==> src/hw/rtl/lps_pkg.sv <==
// shared constants and types for the line point stepper
`timescale 1ns / 1ps
`default_nettype none

package lps_pkg;

  localparam int COORD_BITS_DEF = 12;

  // request opcodes
  localparam logic OP_TICK  = 1'b0;
  localparam logic OP_START = 1'b1;

  // line orientation and state decided at start
  typedef struct packed {
    logic axis_is_y;
    logic major_dir_down;
    logic minor_dir_down;
    logic nonzero;
  } line_ctl_t;

endpackage

`default_nettype wire

==> src/hw/rtl/lps_if.sv <==
// request and point channel interfaces
`timescale 1ns / 1ps
`default_nettype none

interface lps_req_if import lps_pkg::*; #(
  parameter int COORD_BITS = COORD_BITS_DEF
) ();
  logic                  valid;
  logic                  ready;
  logic                  opcode;
  logic [COORD_BITS-1:0] start_x;
  logic [COORD_BITS-1:0] start_y;
  logic [COORD_BITS-1:0] end_x;
  logic [COORD_BITS-1:0] end_y;

  modport source (output valid, output opcode, output start_x, output start_y,
                  output end_x, output end_y, input ready);
  modport sink (input valid, input opcode, input start_x, input start_y,
                input end_x, input end_y, output ready);
endinterface

interface lps_pt_if import lps_pkg::*; #(
  parameter int COORD_BITS = COORD_BITS_DEF
) ();
  logic                  valid;
  logic                  ready;
  logic [COORD_BITS-1:0] point_x;
  logic [COORD_BITS-1:0] point_y;
  logic                  point_valid;
  logic                  final_point;

  modport source (output valid, output point_x, output point_y,
                  output point_valid, output final_point, input ready);
  modport sink (input valid, input point_x, input point_y,
                input point_valid, input final_point, output ready);
endinterface

`default_nettype wire

==> src/hw/rtl/lps_setup.sv <==
// start decode: axis choice, deltas, directions and initial error
`timescale 1ns / 1ps
`default_nettype none

module lps_setup import lps_pkg::*; #(
  parameter int COORD_BITS = COORD_BITS_DEF
) (
  input  logic [COORD_BITS-1:0] start_x,
  input  logic [COORD_BITS-1:0] start_y,
  input  logic [COORD_BITS-1:0] end_x,
  input  logic [COORD_BITS-1:0] end_y,
  output logic [COORD_BITS-1:0] major_start,
  output logic [COORD_BITS-1:0] major_stop,
  output logic [COORD_BITS-1:0] minor_start,
  output logic [COORD_BITS:0]   major_delta,
  output logic [COORD_BITS:0]   minor_delta,
  output logic [COORD_BITS+1:0] err_init,
  output line_ctl_t             ctl
);

  localparam int DW = COORD_BITS + 1;
  localparam int EW = COORD_BITS + 2;

  logic [COORD_BITS-1:0] adx;
  logic [COORD_BITS-1:0] ady;
  logic                  x_down;
  logic                  y_down;
  logic                  axis_y;

  always_comb begin
    x_down = end_x < start_x;
    y_down = end_y < start_y;
    adx    = x_down ? start_x - end_x : end_x - start_x;
    ady    = y_down ? start_y - end_y : end_y - start_y;
    axis_y = !(ady < adx);

    if (axis_y) begin
      major_start = start_y;
      major_stop  = end_y;
      minor_start = start_x;
      major_delta = DW'(ady);
      minor_delta = DW'(adx);
      ctl.major_dir_down = y_down;
      ctl.minor_dir_down = x_down;
    end else begin
      major_start = start_x;
      major_stop  = end_x;
      minor_start = start_y;
      major_delta = DW'(adx);
      minor_delta = DW'(ady);
      ctl.major_dir_down = x_down;
      ctl.minor_dir_down = y_down;
    end
    ctl.axis_is_y = axis_y;
    ctl.nonzero   = major_delta != '0;

    // half rounds up: falling minor axis starts one lower
    if (ctl.nonzero) begin
      err_init = EW'(major_delta) - EW'(ctl.minor_dir_down);
    end else begin
      err_init = '0;
    end
  end

endmodule

`default_nettype wire

==> src/hw/rtl/lps_step.sv <==
// line state and per-tick error accumulator step
`timescale 1ns / 1ps
`default_nettype none

module lps_step import lps_pkg::*; #(
  parameter int COORD_BITS = COORD_BITS_DEF
) (
  input  logic                  clk,
  input  logic                  rst,
  input  logic                  load,
  input  logic                  tick,
  input  logic [COORD_BITS-1:0] major_start,
  input  logic [COORD_BITS-1:0] major_stop_in,
  input  logic [COORD_BITS-1:0] minor_start,
  input  logic [COORD_BITS:0]   major_delta_in,
  input  logic [COORD_BITS:0]   minor_delta_in,
  input  logic [COORD_BITS+1:0] err_init,
  input  line_ctl_t             ctl_in,
  output logic [COORD_BITS-1:0] point_x,
  output logic [COORD_BITS-1:0] point_y,
  output logic                  point_valid,
  output logic                  final_point
);

  localparam int EW = COORD_BITS + 2;

  logic [COORD_BITS-1:0] major_pos;
  logic [COORD_BITS-1:0] major_stop;
  logic [COORD_BITS-1:0] minor_pos;
  logic [EW-1:0]         error_acc;
  logic [COORD_BITS:0]   major_delta;
  logic [COORD_BITS:0]   minor_delta;
  line_ctl_t             ctl;
  logic                  line_active;

  logic [COORD_BITS-1:0] major_pos_next;
  logic [COORD_BITS-1:0] minor_pos_next;
  logic [EW-1:0]         err_sum;
  logic [EW-1:0]         twice_major;
  logic [EW-1:0]         error_acc_next;
  logic                  last;

  always_comb begin
    major_pos_next = ctl.major_dir_down ? major_pos - 1'b1 : major_pos + 1'b1;
    last           = major_pos_next == major_stop;
    err_sum        = error_acc + {minor_delta, 1'b0};
    twice_major    = {major_delta, 1'b0};
    if (err_sum >= twice_major) begin
      error_acc_next = err_sum - twice_major;
      minor_pos_next = ctl.minor_dir_down ? minor_pos - 1'b1 : minor_pos + 1'b1;
    end else begin
      error_acc_next = err_sum;
      minor_pos_next = minor_pos;
    end

    point_valid = line_active;
    final_point = line_active && last;
    if (!line_active) begin
      point_x = '0;
      point_y = '0;
    end else if (ctl.axis_is_y) begin
      point_x = minor_pos;
      point_y = major_pos;
    end else begin
      point_x = major_pos;
      point_y = minor_pos;
    end
  end

  always_ff @(posedge clk) begin
    if (rst) begin
      line_active <= 1'b0;
    end else if (load) begin
      line_active <= ctl_in.nonzero;
    end else if (tick && line_active && last) begin
      line_active <= 1'b0;
    end
  end

  always_ff @(posedge clk) begin
    if (load) begin
      major_pos   <= major_start;
      major_stop  <= major_stop_in;
      minor_pos   <= minor_start;
      error_acc   <= err_init;
      major_delta <= major_delta_in;
      minor_delta <= minor_delta_in;
      ctl         <= ctl_in;
    end else if (tick && line_active) begin
      major_pos <= major_pos_next;
      minor_pos <= minor_pos_next;
      error_acc <= error_acc_next;
    end
  end

endmodule

`default_nettype wire

==> src/hw/rtl/line_point_stepper_unit.sv <==
// line point stepper top level: request register, line stepper, point register
// a tick taken into the request register has its point registered in the point register
// throughput: one request per cycle, start or tick, while points are taken
// the step is one add, a compare and a conditional subtract on the error accumulator
// reset: synchronous, clears the line (idle) and both valid flags
`timescale 1ns / 1ps
`default_nettype none

module line_point_stepper_unit import lps_pkg::*; #(
  parameter int COORD_BITS = COORD_BITS_DEF
) (
  input logic        clk,
  input logic        rst,
  lps_req_if.sink    req,
  lps_pt_if.source   resp
);

  // request register
  logic                  req_vld;
  logic                  req_op;
  logic [COORD_BITS-1:0] req_sx;
  logic [COORD_BITS-1:0] req_sy;
  logic [COORD_BITS-1:0] req_ex;
  logic [COORD_BITS-1:0] req_ey;

  // point register
  logic                  rsp_vld;
  logic [COORD_BITS-1:0] rsp_x;
  logic [COORD_BITS-1:0] rsp_y;
  logic                  rsp_pv;
  logic                  rsp_fin;

  // handshake control
  logic out_free;
  logic fire;
  logic load;
  logic tick;

  // start decode results
  logic [COORD_BITS-1:0] major_start;
  logic [COORD_BITS-1:0] major_stop;
  logic [COORD_BITS-1:0] minor_start;
  logic [COORD_BITS:0]   major_delta;
  logic [COORD_BITS:0]   minor_delta;
  logic [COORD_BITS+1:0] err_init;
  line_ctl_t             ctl;

  // current point from the stepper
  logic [COORD_BITS-1:0] step_x;
  logic [COORD_BITS-1:0] step_y;
  logic                  step_pv;
  logic                  step_fin;

  // a start never needs the point register, a tick needs a free slot
  assign out_free  = !rsp_vld || resp.ready;
  assign fire      = req_vld && ((req_op == OP_START) || out_free);
  assign load      = fire && (req_op == OP_START);
  assign tick      = fire && (req_op == OP_TICK);
  assign req.ready = !req_vld || fire;

  always_ff @(posedge clk) begin
    if (rst) begin
      req_vld <= 1'b0;
    end else if (req.ready) begin
      req_vld <= req.valid;
    end
  end

  // request payload held until the stepper takes it
  always_ff @(posedge clk) begin
    if (req.ready && req.valid) begin
      req_op <= req.opcode;
      req_sx <= req.start_x;
      req_sy <= req.start_y;
      req_ex <= req.end_x;
      req_ey <= req.end_y;
    end
  end

  lps_setup #(
    .COORD_BITS (COORD_BITS)
  ) u_setup (
    .start_x     (req_sx),
    .start_y     (req_sy),
    .end_x       (req_ex),
    .end_y       (req_ey),
    .major_start (major_start),
    .major_stop  (major_stop),
    .minor_start (minor_start),
    .major_delta (major_delta),
    .minor_delta (minor_delta),
    .err_init    (err_init),
    .ctl         (ctl)
  );

  lps_step #(
    .COORD_BITS (COORD_BITS)
  ) u_step (
    .clk            (clk),
    .rst            (rst),
    .load           (load),
    .tick           (tick),
    .major_start    (major_start),
    .major_stop_in  (major_stop),
    .minor_start    (minor_start),
    .major_delta_in (major_delta),
    .minor_delta_in (minor_delta),
    .err_init       (err_init),
    .ctl_in         (ctl),
    .point_x        (step_x),
    .point_y        (step_y),
    .point_valid    (step_pv),
    .final_point    (step_fin)
  );

  // point register: filled by a tick, emptied when the sink takes it
  always_ff @(posedge clk) begin
    if (rst) begin
      rsp_vld <= 1'b0;
    end else if (tick) begin
      rsp_vld <= 1'b1;
    end else if (resp.ready) begin
      rsp_vld <= 1'b0;
    end
  end

  always_ff @(posedge clk) begin
    if (tick) begin
      rsp_x   <= step_x;
      rsp_y   <= step_y;
      rsp_pv  <= step_pv;
      rsp_fin <= step_fin;
    end
  end

  assign resp.valid       = rsp_vld;
  assign resp.point_x     = rsp_x;
  assign resp.point_y     = rsp_y;
  assign resp.point_valid = rsp_pv;
  assign resp.final_point = rsp_fin;

endmodule

`default_nettype wire

==> src/flat_wrapper.sv <==
// flat-port wrapper written by rule: the top's interface ports become plain ports
module line_point_stepper_unit_flat import lps_pkg::*;
#(
  parameter int COORD_BITS = COORD_BITS_DEF
)
  (clk, rst, req_valid, req_opcode, req_start_x, req_start_y, req_end_x, req_end_y, req_ready, resp_valid, resp_point_x, resp_point_y, resp_point_valid, resp_final_point, resp_ready);
  lps_req_if #(.COORD_BITS(COORD_BITS)) req_i ();
  lps_pt_if #(.COORD_BITS(COORD_BITS)) resp_i ();
  input logic clk;
  input logic rst;
  input wire logic [$bits(req_i.valid)-1:0] req_valid;
  input wire logic [$bits(req_i.opcode)-1:0] req_opcode;
  input wire logic [$bits(req_i.start_x)-1:0] req_start_x;
  input wire logic [$bits(req_i.start_y)-1:0] req_start_y;
  input wire logic [$bits(req_i.end_x)-1:0] req_end_x;
  input wire logic [$bits(req_i.end_y)-1:0] req_end_y;
  output wire logic [$bits(req_i.ready)-1:0] req_ready;
  output wire logic [$bits(resp_i.valid)-1:0] resp_valid;
  output wire logic [$bits(resp_i.point_x)-1:0] resp_point_x;
  output wire logic [$bits(resp_i.point_y)-1:0] resp_point_y;
  output wire logic [$bits(resp_i.point_valid)-1:0] resp_point_valid;
  output wire logic [$bits(resp_i.final_point)-1:0] resp_final_point;
  input wire logic [$bits(resp_i.ready)-1:0] resp_ready;
  assign req_i.valid = req_valid;
  assign req_i.opcode = req_opcode;
  assign req_i.start_x = req_start_x;
  assign req_i.start_y = req_start_y;
  assign req_i.end_x = req_end_x;
  assign req_i.end_y = req_end_y;
  assign req_ready = req_i.ready;
  assign resp_valid = resp_i.valid;
  assign resp_point_x = resp_i.point_x;
  assign resp_point_y = resp_i.point_y;
  assign resp_point_valid = resp_i.point_valid;
  assign resp_final_point = resp_i.final_point;
  assign resp_i.ready = resp_ready;
  line_point_stepper_unit #(.COORD_BITS(COORD_BITS)) u_core (.clk(clk), .rst(rst), .req(req_i), .resp(resp_i));
endmodule
==> config.mk <==
export PLATFORM = sky130hd
export DESIGN_NAME = line_point_stepper_unit_flat
export DESIGN_NICKNAME = d
export VERILOG_FILES = /design/src/hw/rtl/lps_pkg.sv /design/src/hw/rtl/lps_if.sv /design/src/hw/rtl/lps_setup.sv /design/src/hw/rtl/lps_step.sv /design/src/hw/rtl/line_point_stepper_unit.sv /design/src/flat_wrapper.sv
export SDC_FILE = /design/constraint.sdc
export NUM_CORES = 1
export LEC_CHECK = 0
export BUFFER_PORTS_ARGS = -buffer_cell sky130_fd_sc_hd__buf_2
export CAP_MARGIN = 20
export CELL_PAD_IN_SITES_DETAIL_PLACEMENT = 1
export CELL_PAD_IN_SITES_GLOBAL_PLACEMENT = 1
export CORE_AREA = 5 5 160 162
export DETAILED_ROUTE_END_ITERATION = 8
export DIE_AREA = 0 0 165 167
export PLACE_DENSITY_LB_ADDON = 0.1
export RECOVER_POWER = 25
export REMOVE_ABC_BUFFERS = 1
export SYNTH_ARGS = -nofsm -noshare
export SYNTH_HDL_FRONTEND = slang
export SYNTH_HIERARCHICAL = 1
export SYNTH_SLANG_ARGS = --single-unit
==> constraint.sdc <==
create_clock -name clk -period 16.6 [get_ports clk]
set_input_delay 3.32 -clock clk [delete_from_list [all_inputs] [get_ports clk]]
set_output_delay 3.32 -clock clk [all_outputs]
set_load 0.1 [all_outputs]
==> summary.txt <==
Logic synthesis
  • Area leader, netlist: edfxtp_1
  • EDFF count, synth: 154
  • Cell area after synthesis: 11900 µm²
  • Synth Warn #: 6
  • Synthesized area per cell: 9.77 µm²
  • Post-synthesis instance total: 1213
  • Top cells by area, synth: edfxtp_1, ha_1, mux2i_1, nand2_1, o21ai_0
  • Synth Register Bits: 157
  • Post-synthesis sequential area ratio: 39.5%
  • Top-area cell type share of the netlist area: 39.0%
  • Cell variety after synth: 88
  • Async S/R FF share, synth: 0%
  • Main synth FF type: edfxtp_1

Finish
  • Max reg flops: 14
  • Inserted Diodes: 0
  • Nets: 1435
  • Area growth syn-to-layout: 10.3%
  • Sequential cell area: 4680 µm²
  • Largest regs: u_core/u_step/error_acc: 14 flops, u_core/u_step/major_delta: 13 flops, u_core/u_step/minor_delta: 13 flops
  • Fill cell count: 2752
  • Multi-input logic area: 6530 µm²
  • Layout cell share with drive strength beyond 1: 12.5%
  • Top reg by flops: u_core/u_step/error_acc

Die
  • Starting density of the core: 49.5%
  • DIE AREA: 27600 µm²
  • Site row count: 57
  • DIE WIDTH: 165 µm
  • Core area: 24000 µm²
  • IO Count: 81
  • Die height: 167 µm

Global route
  • Antenna violations before repair: 0
  • First-pass GRT wire length: 52.4 mm
  • Largest net degree at the start of global routing: 98
  • Vias in the first global route: 9622
  • Gr usage total: 24.4%
  • GR Overflow Total: 0

Worst hold path
  • Hold WC Path Type: reg -> reg

Routing
  • Post-route DRC: 0
  • Drt total wl: 33.0 mm
  • Starting DRC count in detailed routing: 569
  • Remaining antenna violation count: 0
  • Vias post-DR: 9391
  • Vias per Instance: 5.84
  • Initial DRT Pass Iterations: 5
  • Routed wire per std cell: 20.5 µm

STA
  • Skew final: 0.0123 ns
  • Max-Slew Margin vs Limit: -143%
  • Final hold viol count: 0
  • Final setup vio count: 0
  • Worst slew pin tran: 3.65 ns
  • Fin Setup TNS: 0 ns
  • RSZ-0062 raised after global routing: no
  • Slew Limit Fails: 101
  • Minimum clock period: 7.32 ns
  • Hold WS: 0.553 ns
  • F_max: 137 MHz
  • Period Utilization, post-route: 44.1%

Clock network
  • Post-CTS sizing: 0
  • Num CTS Buffers: 17
  • Post-CTS setup buffer count: 0
  • Reg clk slew, reported paths: 0.07 ns
  • Sink Count: 157
  • CTS Root Cell: clkbuf_16
  • Htree depth: 4
  • Clk Latency, worst-skew pair: 0.45 ns
  • Hold-fix buffers, CTS: 0
  • CTS tree: yes
  • Longest Clk Path Bufs: 2

Worst setup path
  • R2r worst-path depth: 25
  • Worst Setup Path Type: reg -> reg
  • Slowest stage delay, CP: 0.75 ns
  • CP Launch Point: u_core/req_ey[0]
  • FF-to-FF End: u_core/u_step/error_acc[3]
  • Setup crit end kind: register
  • Cell family with most CP delay: compound AO/OA/AOI/OAI gates
  • Worst EP required: 16.64 ns
  • Most used cell, CP: inv_1
  • Worst EP arrival: 7.36 ns
  • CP bufs+invs: 5
  • Worst Setup EP: u_core/u_step/error_acc[3]
  • Crit. path cell count: 25
  • Slowest cell on crit path: a2111oi_0
  • CP Max Fanout: 97
  • Crit start category: register
  • Reg-to-Reg Start: u_core/req_ey[0]
  • Setup slack, reg-to-reg: 9.28 ns

Power
  • Leak: 5.58 nW
  • Power Density: 143 nW/µm²
  • Maximum VDD drop: 77.0 µV

Placement
  • # port buffers: 80
  • DPL Wire Length: 25.8 mm
  • Placer congestion estimate: 0.912

Status
  • Status: finished, violations left
  • Failing checks: max-capacitance violations, max-slew violations

Run
  • Max Cap Viol: 2
report_power, final:
part	total [W]	leakage, nW	internal, W	switching [W]
clock network	0.000412	0.303	0.000218	0.000194
logic	0.000930	3.80	0.000350	0.000580
registers	0.000534	1.48	0.000509	0.0000246
total	0.00188	5.58	0.00108	0.000798
logic make-up after synthesis:
| logic type | after synthesis | synth area share [%] |
|---|---|---|
| flops | 157 | 39.5 |
| buf+inv | 155 | 5.46 |
| simple gates | 344 | 14.5 |
| mux | 62 | 5.32 |
| other cells | 1 | 0.0316 |
| fa+ha+maj | 112 | 12.3 |
| compound gates | 321 | 18.0 |
| xor+xnor | 61 | 4.80 |
Yosys cell counts, drive strengths merged, types with 5 or more instances:
cell	count
inv	102
a31o	5
o211ai	11
xnor2	37
nor3	20
mux2	8
o21ai	97
nand3	25
ha	104
and3	12
buf	25
mux2i	54
o211a	8
a211oi	13
xor2	22
nand4	11
o21a	20
a2111oi	5
a21oi	83
o31ai	9
nor2	53
a21o	31
and2	15
nand2b	10
nand2	122
nor2b	40
edfxtp	154
or3	10
clkbuf	27
nor4	6
fa	8
stage by stage:
step / util (%) / instance area (µm²) / cells / power [W] / setup slack (ns)
after floorplan: - / 11600 / 1162 / 0.00120 / 8.70
after global placement: 52.0 / 12500 / 1574 / 0.00143 / 9.29
after detailed placement: 52.0 / 12500 / 1574 / 0.00145 / 9.28
after CTS: 54.6 / 13100 / 1606 / 0.00188 / 9.15
after global routing: 54.6 / 13100 / 1607 / 0.00200 / 8.67
final: 54.6 / 13100 / 1607 / 0.00188 / 9.28
area by class of cell:
type / count / area share (%)
sequential: 157 / 35.8
clock inverter: 15 / 1.45
tap: 324 / 3.10
inverter: 103 / 2.96
clock buffer: 17 / 3.25
multi-input combinational: 902 / 49.9
timing repair buffer: 89 / 3.50
cells in the final DEF (no fill, tap or decap), types with 8 or more instances in the layout:
| cell type | synthesis | routed |
|---|---|---|
| a21oi_1 | 79 | 79 |
| o21ai_1 | 9 | 9 |
| nor3_1 | 19 | 19 |
| nand3_1 | 25 | 25 |
| nor2b_1 | 40 | 39 |
| inv_1 | 100 | 100 |
| o211ai_1 | 11 | 11 |
| xnor2_1 | 36 | 36 |
| nor2_1 | 53 | 53 |
| o21ai_0 | 85 | 85 |
| and3_1 | 12 | 12 |
| o21a_1 | 20 | 19 |
| nand4_1 | 11 | 11 |
| and2_1 | 14 | 13 |
| mux2_2 | 8 | 8 |
| mux2i_1 | 54 | 54 |
| xor2_1 | 22 | 22 |
| clkbuf_16 | 0 | 17 |
| or3_1 | 9 | 9 |
| edfxtp_1 | 154 | 154 |
| nand2b_1 | 10 | 10 |
| a21o_1 | 31 | 31 |
| buf_2 | 13 | 81 |
| fa_1 | 8 | 8 |
| nand2_1 | 122 | 122 |
| o31ai_1 | 9 | 9 |
| ha_1 | 104 | 104 |
| a211oi_1 | 10 | 10 |
how the worst min path moves through the flow:
stage	from	to	slack (ns)	cells after the start
2_1_floorplan	u_core/req_vld	u_core/resp.valid	0.51	2
3_3_place_gp	u_core/req_vld	u_core/req_vld	0.54	2
3_5_place_dp	u_core/req_vld	u_core/req_vld	0.55	2
4_1_cts	u_core/req_vld	u_core/req_vld	0.56	2
5_1_grt	u_core/req_vld	u_core/req_vld	0.60	2
6_report	u_core/req_vld	u_core/req_vld	0.55	2
tightest hold or removal path: cells and delay by family, from the launching register on:
kind / cells / cell delay, ns
DFF: 1 / 0.35
and+or+nand+nor: 1 / 0.11
AOI/OAI and AO/OA: 1 / 0.05
routing by layer:
| metal | routed length, µm | vias to the layer above | track usage (%) |
|---|---|---|---|
| met1 | 15200 | 4664 | 33.0 |
| li1 | - | 4503 | - |
| met2 | 15800 | 184 | 40.4 |
| met3 | 1260 | 40 | 3.16 |
| met4 | 747 | 0 | 7.67 |
| met5 | 0 | - | 0 |
Power figures use the tool's default switching activity.
